### src/hdl/dda_pkg.sv
// Shared types and constants for the decimal digit ALU.
`default_nettype none

package dda_pkg;

    localparam int DIGIT_W       = 4;
    localparam int MAX_DIGITS    = 9;
    localparam int RESULT_DIGITS = 10;
    localparam int OPERAND_W     = MAX_DIGITS * DIGIT_W;
    localparam int RESULT_W      = RESULT_DIGITS * DIGIT_W;
    localparam int LEN_W         = 4;
    localparam int DATA_W        = 32;
    localparam int STEP_W        = $clog2(DATA_W);

    typedef enum logic [1:0] {
        OP_ADD = 2'd0,
        OP_SUB = 2'd1,
        OP_MUL = 2'd2,
        OP_DIV = 2'd3
    } op_t;

    localparam logic STATUS_OK       = 1'b0;
    localparam logic STATUS_DIV_ZERO = 1'b1;

    typedef enum logic [6:0] {
        ST_IDLE  = 7'b0000001,
        ST_WEIGH = 7'b0000010,
        ST_EXEC  = 7'b0000100,
        ST_DIV   = 7'b0001000,
        ST_NEG   = 7'b0010000,
        ST_CONV  = 7'b0100000,
        ST_FIN   = 7'b1000000
    } state_t;

    typedef struct packed {
        logic [DATA_W-1:0] x;
        logic [DATA_W-1:0] y;
        logic              sub;
    } addsub_in_t;

    typedef struct packed {
        logic [DATA_W-1:0] sum;
        logic              carry;
    } addsub_out_t;

endpackage

`default_nettype wire

### src/hdl/dda_addsub.sv
// Shared 32-bit adder/subtractor used by add, subtract, divide and negate steps.
`default_nettype none

module dda_addsub (
    input  wire dda_pkg::addsub_in_t op_in,
    output dda_pkg::addsub_out_t     op_out
);
    import dda_pkg::*;

    logic [DATA_W:0] total;

    // carry out set on subtract means no borrow (x >= y)
    assign total = {1'b0, op_in.x}
                 + {1'b0, (op_in.sub ? ~op_in.y : op_in.y)}
                 + {{DATA_W{1'b0}}, op_in.sub};

    assign op_out.sum   = total[DATA_W-1:0];
    assign op_out.carry = total[DATA_W];

endmodule

`default_nettype wire

### src/hdl/decimal_digit_alu.sv
// Decimal digit ALU: weigh two digit operands, add/sub/mul/div, convert back to digits.
// Throughput: one word at a time; busy is high from acceptance until the strobe.
// A word passes the 9-step digit weighing, for divide the 32-step restoring divide
// on the shared adder, and, but for a zero divisor, the 32-step shift-and-add-3
// conversion. Results cannot be stalled.
// Reset: rst_n asynchronous, active low, returns the sequencer to idle.
`default_nettype none

module decimal_digit_alu (
    input  wire logic                           clk,
    input  wire logic                           rst_n,
    input  wire logic                           start,
    output logic                                busy,
    input  wire logic [1:0]                     opcode,
    input  wire logic [dda_pkg::OPERAND_W-1:0]  a_digits,
    input  wire logic [dda_pkg::LEN_W-1:0]      a_len,
    input  wire logic [dda_pkg::OPERAND_W-1:0]  b_digits,
    input  wire logic [dda_pkg::LEN_W-1:0]      b_len,
    output logic                                done,
    output logic [dda_pkg::RESULT_W-1:0]        result_digits,
    output logic [dda_pkg::LEN_W-1:0]           result_len,
    output logic                                negative,
    output logic                                status
);
    import dda_pkg::*;

    state_t                state_reg, state_next;
    op_t                   op_reg, op_next;
    logic [STEP_W-1:0]     cnt_reg, cnt_next;
    logic [OPERAND_W-1:0]  a_dig_reg, a_dig_next;
    logic [OPERAND_W-1:0]  b_dig_reg, b_dig_next;
    logic [LEN_W-1:0]      a_cnt_reg, a_cnt_next;
    logic [LEN_W-1:0]      b_cnt_reg, b_cnt_next;
    logic [DATA_W-1:0]     a_val_reg, a_val_next;
    logic [DATA_W-1:0]     b_val_reg, b_val_next;
    logic [DATA_W-1:0]     r_reg, r_next;
    logic [DATA_W-1:0]     rem_reg, rem_next;
    logic [RESULT_W-1:0]   bcd_reg, bcd_next;
    logic                  neg_reg, neg_next;
    logic                  done_reg, done_next;
    logic [RESULT_W-1:0]   res_dig_reg, res_dig_next;
    logic [LEN_W-1:0]      res_len_reg, res_len_next;
    logic                  res_neg_reg, res_neg_next;
    logic                  res_stat_reg, res_stat_next;

    addsub_in_t            au_in;
    addsub_out_t           au_out;

    dda_addsub u_addsub (
        .op_in  (au_in),
        .op_out (au_out)
    );

    // Shared unit operand select
    always_comb
    begin
        au_in = '0;
        case (state_reg)
            ST_EXEC:
            begin
                au_in.x   = a_val_reg;
                au_in.y   = b_val_reg;
                au_in.sub = (op_reg == OP_SUB);
            end
            ST_DIV:
            begin
                au_in.x   = {rem_reg[DATA_W-2:0], r_reg[DATA_W-1]};
                au_in.y   = b_val_reg;
                au_in.sub = 1'b1;
            end
            ST_NEG:
            begin
                au_in.x   = '0;
                au_in.y   = r_reg;
                au_in.sub = 1'b1;
            end
            default:
            begin
                au_in = '0;
            end
        endcase
    end

    always_comb
    begin
        logic [DIGIT_W-1:0]    nib_a;
        logic [DIGIT_W-1:0]    nib_b;
        logic [DATA_W-1:0]     prod;
        logic [RESULT_W-1:0]   adj;
        logic [LEN_W-1:0]      len;
        logic [LEN_W-1:0]      idx;

        state_next    = state_reg;
        op_next       = op_reg;
        cnt_next      = cnt_reg;
        a_dig_next    = a_dig_reg;
        b_dig_next    = b_dig_reg;
        a_cnt_next    = a_cnt_reg;
        b_cnt_next    = b_cnt_reg;
        a_val_next    = a_val_reg;
        b_val_next    = b_val_reg;
        r_next        = r_reg;
        rem_next      = rem_reg;
        bcd_next      = bcd_reg;
        neg_next      = neg_reg;
        done_next     = 1'b0;
        res_dig_next  = res_dig_reg;
        res_len_next  = res_len_reg;
        res_neg_next  = res_neg_reg;
        res_stat_next = res_stat_reg;

        idx   = cnt_reg[LEN_W-1:0];
        nib_a = (idx < a_cnt_reg) ? a_dig_reg[{idx, 2'b00} +: DIGIT_W] : '0;
        nib_b = (idx < b_cnt_reg) ? b_dig_reg[{idx, 2'b00} +: DIGIT_W] : '0;
        // only the low word of the product is kept
        prod  = a_val_reg * b_val_reg;
        len   = '0;

        // shift-and-add-3: bump each digit of 5 or more before the shift
        adj = bcd_reg;
        for (int k = 0; k < RESULT_DIGITS; k++)
        begin
            if (bcd_reg[k*DIGIT_W +: DIGIT_W] >= 4'd5)
                adj[k*DIGIT_W +: DIGIT_W] = bcd_reg[k*DIGIT_W +: DIGIT_W] + 4'd3;
        end

        for (int k = 0; k < RESULT_DIGITS; k++)
        begin
            if (bcd_reg[k*DIGIT_W +: DIGIT_W] != '0)
                len = LEN_W'(k + 1);
        end

        case (state_reg)
            ST_IDLE:
            begin
                if (start)
                begin
                    op_next    = op_t'(opcode);
                    a_dig_next = a_digits;
                    b_dig_next = b_digits;
                    a_cnt_next = (a_len > LEN_W'(MAX_DIGITS)) ? LEN_W'(MAX_DIGITS) : a_len;
                    b_cnt_next = (b_len > LEN_W'(MAX_DIGITS)) ? LEN_W'(MAX_DIGITS) : b_len;
                    a_val_next = '0;
                    b_val_next = '0;
                    cnt_next   = STEP_W'(MAX_DIGITS - 1);
                    state_next = ST_WEIGH;
                end
            end
            ST_WEIGH:
            begin
                // Horner step, most significant digit first: v = 10v + digit
                a_val_next = {a_val_reg[DATA_W-4:0], 3'b000} + {a_val_reg[DATA_W-2:0], 1'b0}
                           + DATA_W'(nib_a);
                b_val_next = {b_val_reg[DATA_W-4:0], 3'b000} + {b_val_reg[DATA_W-2:0], 1'b0}
                           + DATA_W'(nib_b);
                cnt_next   = cnt_reg - 1'b1;
                if (cnt_reg == '0)
                    state_next = ST_EXEC;
            end
            ST_EXEC:
            begin
                case (op_reg)
                    OP_ADD, OP_SUB:
                    begin
                        r_next     = au_out.sum;
                        state_next = ST_NEG;
                    end
                    OP_MUL:
                    begin
                        r_next     = prod;
                        state_next = ST_NEG;
                    end
                    default:
                    begin
                        if (b_val_reg == '0)
                        begin
                            res_dig_next  = '0;
                            res_len_next  = '0;
                            res_neg_next  = 1'b0;
                            res_stat_next = STATUS_DIV_ZERO;
                            done_next     = 1'b1;
                            state_next    = ST_IDLE;
                        end
                        else
                        begin
                            r_next     = a_val_reg;
                            rem_next   = '0;
                            cnt_next   = STEP_W'(DATA_W - 1);
                            state_next = ST_DIV;
                        end
                    end
                endcase
            end
            ST_DIV:
            begin
                // restoring step; quotient bits shift into r_reg from the right
                rem_next = au_out.carry ? au_out.sum
                                        : {rem_reg[DATA_W-2:0], r_reg[DATA_W-1]};
                r_next   = {r_reg[DATA_W-2:0], au_out.carry};
                cnt_next = cnt_reg - 1'b1;
                if (cnt_reg == '0)
                    state_next = ST_NEG;
            end
            ST_NEG:
            begin
                neg_next   = r_reg[DATA_W-1];
                if (r_reg[DATA_W-1])
                    r_next = au_out.sum;
                bcd_next   = '0;
                cnt_next   = STEP_W'(DATA_W - 1);
                state_next = ST_CONV;
            end
            ST_CONV:
            begin
                {bcd_next, r_next} = {adj[RESULT_W-2:0], r_reg, 1'b0};
                cnt_next = cnt_reg - 1'b1;
                if (cnt_reg == '0)
                    state_next = ST_FIN;
            end
            ST_FIN:
            begin
                res_dig_next  = bcd_reg;
                res_len_next  = len;
                res_neg_next  = neg_reg;
                res_stat_next = STATUS_OK;
                done_next     = 1'b1;
                state_next    = ST_IDLE;
            end
            default:
            begin
                state_next = ST_IDLE;
            end
        endcase
    end

    always_ff @(posedge clk or negedge rst_n)
    begin
        if (!rst_n)
        begin
            state_reg <= ST_IDLE;
            done_reg  <= 1'b0;
        end
        else
        begin
            state_reg <= state_next;
            done_reg  <= done_next;
        end
    end

    always_ff @(posedge clk)
    begin
        op_reg       <= op_next;
        cnt_reg      <= cnt_next;
        a_dig_reg    <= a_dig_next;
        b_dig_reg    <= b_dig_next;
        a_cnt_reg    <= a_cnt_next;
        b_cnt_reg    <= b_cnt_next;
        a_val_reg    <= a_val_next;
        b_val_reg    <= b_val_next;
        r_reg        <= r_next;
        rem_reg      <= rem_next;
        bcd_reg      <= bcd_next;
        neg_reg      <= neg_next;
        res_dig_reg  <= res_dig_next;
        res_len_reg  <= res_len_next;
        res_neg_reg  <= res_neg_next;
        res_stat_reg <= res_stat_next;
    end

    assign busy          = (state_reg != ST_IDLE);
    assign done          = done_reg;
    assign result_digits = res_dig_reg;
    assign result_len    = res_len_reg;
    assign negative      = res_neg_reg;
    assign status        = res_stat_reg;

`ifndef NO_ASSERTIONS
    a_done_idle: assert property (@(posedge clk) disable iff (!rst_n)
        done |-> !busy)
        else $error("result word strobed while sequencer busy");

    a_start_busy: assert property (@(posedge clk) disable iff (!rst_n)
        (start && !busy) |=> (busy && !done))
        else $error("accepted word did not start the sequencer");

    a_div_zero: assert property (@(posedge clk) disable iff (!rst_n)
        (done && status) |-> (result_digits == '0 && result_len == '0 && !negative))
        else $error("divide by zero word carries digits");

    a_zero_len: assert property (@(posedge clk) disable iff (!rst_n)
        (done && !status && result_len == '0) |-> (result_digits == '0 && !negative))
        else $error("zero length result with nonzero digits or sign");
`endif

endmodule

`default_nettype wire

### config.mk
export PLATFORM = sky130hd
export DESIGN_NAME = decimal_digit_alu
export DESIGN_NICKNAME = d
export VERILOG_FILES = /design/src/hdl/dda_pkg.sv /design/src/hdl/dda_addsub.sv /design/src/hdl/decimal_digit_alu.sv
export SDC_FILE = /design/constraint.sdc
export NUM_CORES = 2
export LEC_CHECK = 0
export BUFFER_PORTS_ARGS = -buffer_cell sky130_fd_sc_hd__buf_4
export CORE_MARGIN = 3
export CORE_UTILIZATION = 55
export DETAILED_ROUTE_END_ITERATION = 16
export HOLD_SLACK_MARGIN = 0.12
export PLACE_DENSITY = 0.78
export SETUP_SLACK_MARGIN = 0.3
export SLEW_MARGIN = 0
export SYNTH_ARGS = -nofsm -noshare
export SYNTH_HDL_FRONTEND = slang
export SYNTH_HIERARCHICAL = 1
export SYNTH_SLANG_ARGS = --single-unit
### constraint.sdc
create_clock -name clk -period 7.05 [get_ports clk]
set_clock_uncertainty 0.05 [all_clocks]
set_input_delay 1.0575 -clock clk [delete_from_list [all_inputs] [get_ports clk]]
set_output_delay 1.0575 -clock clk [all_outputs]
set_load 0.02 [all_outputs]
==> impl_results.md <==
* Clock root buffer: sky130_fd_sc_hd__clkbuf_16
* Maximum frequency from static timing analysis at about 140 MHz
* Placement-stage worst setup slack at -181 ps
* Fraction of synthesized cell area taken by the top area cell type at 0.254
* Number of port buffers at 132
* Overflow after GRT at 0
* Clk buf depth at 3
* Sum of buffers and inverters on the critical path at 5
* Final Slew Violations at 0
* CTS tree: built
* Average cell area after synthesis at 9.92 um^2
* Predominant post-synthesis flop cell: sky130_fd_sc_hd__edfxtp_1
* Maximum number of pins on one net before global-route repair at 83
* Via count of the first global-routing pass at around 29k
* Detailed-routing iteration count for the pre-antenna-repair pass at 6
* Drt first-iter violations at about 2.3k
* DR DRC count at 0
* Violations in the final reports: negative setup slack
* Width of the die at ~260 um
* Num ports at roughly 130
* Endpoint arrival time on the critical path at about 7400 ps
* Register clock-pin slew on the reported worst setup and hold paths at 60 ps
* Core region area at 0.0635 mm^2
* Number of routed nets with antenna violations at 0
* Routed WL at between 90000 and 100000 um
* Worst Setup Start Kind: register
* Slowest stage cell on the critical path: sky130_fd_sc_hd__fa_1
* Post-Synthesis Cell Area at ~0.036 mm^2
* Critical Path RT at ~7300 ps
* Run status: finished, violations left
* Final setup violation count at 2
* Number of fill cells in the layout at 4970
* Vias at between 20k and 30k
* Number of nets in the layout at 4640
* Hold Crit Class: in -> async
* Total nets after synthesis at roughly 4.4k
* Initial Utilization at 0.560
* Top cells by area in the synthesized netlist: sky130_fd_sc_hd__edfxtp_1 (25%), sky130_fd_sc_hd__fa_1 (23%), sky130_fd_sc_hd__ha_1 (11%), sky130_fd_sc_hd__and2_1 (6.2%), sky130_fd_sc_hd__inv_1 (4.7%)
* Initial antenna violation count at 1
* Synthesis Warnings at 6
* Cell family with the largest share of critical-path delay: adder cells
* Number of vias per cell at 5.84
* Count of maximum capacitance violations at 0
* Worst setup EP type: register
* Share of cells above drive strength 1 at 0.156
* Detailed placer's ending HPWL at roughly 75000 um
* Growth of design area from synthesis to finish at 15.5%
* # rows at 92
* Num CTS Buffers at 37
* Hold Worst Slack at 250 ps
* Worst Max-Slew Pin Slew at about 1100 ps
* Crit path time final at roughly 7200 ps
* Max Fanout on Critical Path at 6
* Top cell type by total area after synthesis: sky130_fd_sc_hd__edfxtp_1
* H-Tree Level Count at 2
* Synth Register Bits at about 310
* Maximum single-stage delay on the critical path at approximately 570 ps
* Cells after synthesis at approximately 3.6k
* Proportion of register bits with asynchronous set or reset after synthesis at 0.0259
* Final Cycle Share at 1.01
* Number of distinct library cell variants in the gate-level netlist after synthesis at between 80 and 90
* Final routed wire length divided by cell count at 20.9 um
* RSZ-0062 raised after global routing: yes
* Final setup slack of the worst path at -101 ps
* Worst Path Class, Setup: reg -> reg
* Die Height at roughly 260 um
* Number of synthesized flops with an enable pin at about 300
* Max-Slew Margin vs Limit at 0.297
* Weighted congestion at the end of routability-driven global placement at 1.00
* Cell occurring most often along the worst timing path: sky130_fd_sc_hd__fa_1
* Count of endpoints failing hold in the final timing report at 0
* Die Area at a little under 0.07 mm^2
* Global-route wire length before repair at ~150000 um
* Clock sinks at slightly above 300
* Clock Latency Late Sink at between 500 and 600 ps
* Sequential share of the synthesized area at 0.260
* All-Layer GR Usage at 0.292
[repair_timing]
item	CTS	global route
cloned	1	1
setup endpoints to repair	17	20
pin swaps	104	61
setup buffers	43	5
hold buffers	0	0
gates resized for setup	118	41
[worst paths after layout]
path	start	to	slack, ps	cells past startpoint
setup / recovery	b_val_reg[4]	r_reg[30]	-100	25
hold / removal	rst_n	state_reg[1]	250	1
setup reg to reg	b_val_reg[4]	r_reg[30]	-100	25
hold reg to reg	neg_reg	negative	470	1
max in group asynchronous	rst_n	state_reg[0]	6490	1
min in group clk	neg_reg	negative	470	1
[through the flow]
step	util	TNS (ps)	instances	area, um^2
finish	0.647	-118	4712	41100
global route	0.647	-1270	4709	41100
CTS	0.642	-37.0	4703	40800
detailed placement	0.609	-568	4592	38700
global placement	0.609	-94.3	4592	38700
floorplan	-	0	3586	35700
[worst register-to-register path: stages (launching register included)]
cell,delay [ps]
sky130_fd_sc_hd__edfxtp_1,410
sky130_fd_sc_hd__buf_6,160
sky130_fd_sc_hd__buf_4,150
sky130_fd_sc_hd__buf_6,120
sky130_fd_sc_hd__and2_4,130
sky130_fd_sc_hd__fa_1,530
sky130_fd_sc_hd__inv_1,50
sky130_fd_sc_hd__fa_1,540
sky130_fd_sc_hd__fa_1,450
sky130_fd_sc_hd__fa_1,510
sky130_fd_sc_hd__inv_2,50
sky130_fd_sc_hd__ha_4,250
sky130_fd_sc_hd__ha_4,260
sky130_fd_sc_hd__fa_1,440
sky130_fd_sc_hd__fa_1,570
sky130_fd_sc_hd__ha_4,230
sky130_fd_sc_hd__a21oi_2,150
sky130_fd_sc_hd__and2b_4,210
sky130_fd_sc_hd__a311oi_4,270
sky130_fd_sc_hd__a21oi_2,140
sky130_fd_sc_hd__nor3b_4,190
sky130_fd_sc_hd__o41ai_4,400
sky130_fd_sc_hd__o2111ai_1,150
sky130_fd_sc_hd__a21oi_1,170
sky130_fd_sc_hd__xor2_1,170
sky130_fd_sc_hd__a31oi_1,90
[layout by cell type (no fill, tap or decap), types with 48 or more instances in the layout]
| master | count |
|---|---|
| sky130_fd_sc_hd__o21ai_0 | 98 |
| sky130_fd_sc_hd__a21o_1 | 49 |
| sky130_fd_sc_hd__xnor2_1 | 112 |
| sky130_fd_sc_hd__edfxtp_1 | 301 |
| sky130_fd_sc_hd__nand2_1 | 333 |
| sky130_fd_sc_hd__buf_4 | 336 |
| sky130_fd_sc_hd__a22o_1 | 64 |
| sky130_fd_sc_hd__xor2_1 | 89 |
| sky130_fd_sc_hd__a21oi_1 | 137 |
| sky130_fd_sc_hd__inv_1 | 433 |
| sky130_fd_sc_hd__and2_1 | 329 |
| sky130_fd_sc_hd__mux2i_1 | 48 |
| sky130_fd_sc_hd__ha_1 | 281 |
| sky130_fd_sc_hd__nor2_1 | 234 |
| sky130_fd_sc_hd__fa_1 | 390 |
[cells by family (layout without fill, tap and decap cells)]
logic type / after synthesis / in the layout / share of synthesized area
adder cells (fa/ha/maj): 720 / 720 / 0.340
AND/OR/NAND/NOR: 1112 / 1112 / 0.154
AO/OA/AOI/OAI: 551 / 551 / 0.104
buffers and inverters: 620 / 897 / 0.0664
XOR/XNOR: 210 / 210 / 0.0517
other: 0 / 3 / 0
multiplexers: 64 / 64 / 0.0236
flip-flops: 309 / 309 / 0.260
[layer usage]
metal  part of all wire  track usage
met2               0.48        0.484
met4              0.063        0.156
met1               0.39        0.367
met5            0.00012            0
met3              0.074       0.0519
[Yosys cell counts, types with 15 or more instances]
library cell                 n
sky130_fd_sc_hd__ha_1      307
sky130_fd_sc_hd__nand3_1    40
sky130_fd_sc_hd__edfxtp_1  301
sky130_fd_sc_hd__nand2_1   336
sky130_fd_sc_hd__fa_1      413
sky130_fd_sc_hd__a21o_1     49
sky130_fd_sc_hd__a21oi_1   147
sky130_fd_sc_hd__a211oi_1   18
sky130_fd_sc_hd__xor2_1     94
sky130_fd_sc_hd__xnor2_1   116
sky130_fd_sc_hd__nand4_1    15
sky130_fd_sc_hd__nor2b_1    16
sky130_fd_sc_hd__clkbuf_1  159
sky130_fd_sc_hd__nor3_1     26
sky130_fd_sc_hd__a22o_1     64
sky130_fd_sc_hd__nor2_1    236
sky130_fd_sc_hd__and2_1    352
sky130_fd_sc_hd__o21a_1     18
sky130_fd_sc_hd__mux4_2     16
sky130_fd_sc_hd__o21ai_0   110
sky130_fd_sc_hd__nand2b_1   38
sky130_fd_sc_hd__mux2i_1    48
sky130_fd_sc_hd__o21bai_1   17
sky130_fd_sc_hd__inv_1     441
[layout make-up]
type,instances,area (um^2),area share
timing repair buffer,389,3260,0.0792
inverter,441,1660,0.0403
clock buffer,48,998,0.0243
antenna,3,7.51,0.000183
tap,846,1060,0.0257
multi-input combinational,2657,24600,0.600
clock inverter,19,248,0.00603
sequential,309,9240,0.225
Power is left out: the tool's default activity adds up to more than one toggle a clock period on the data nets, which glitch-free logic cannot reach.
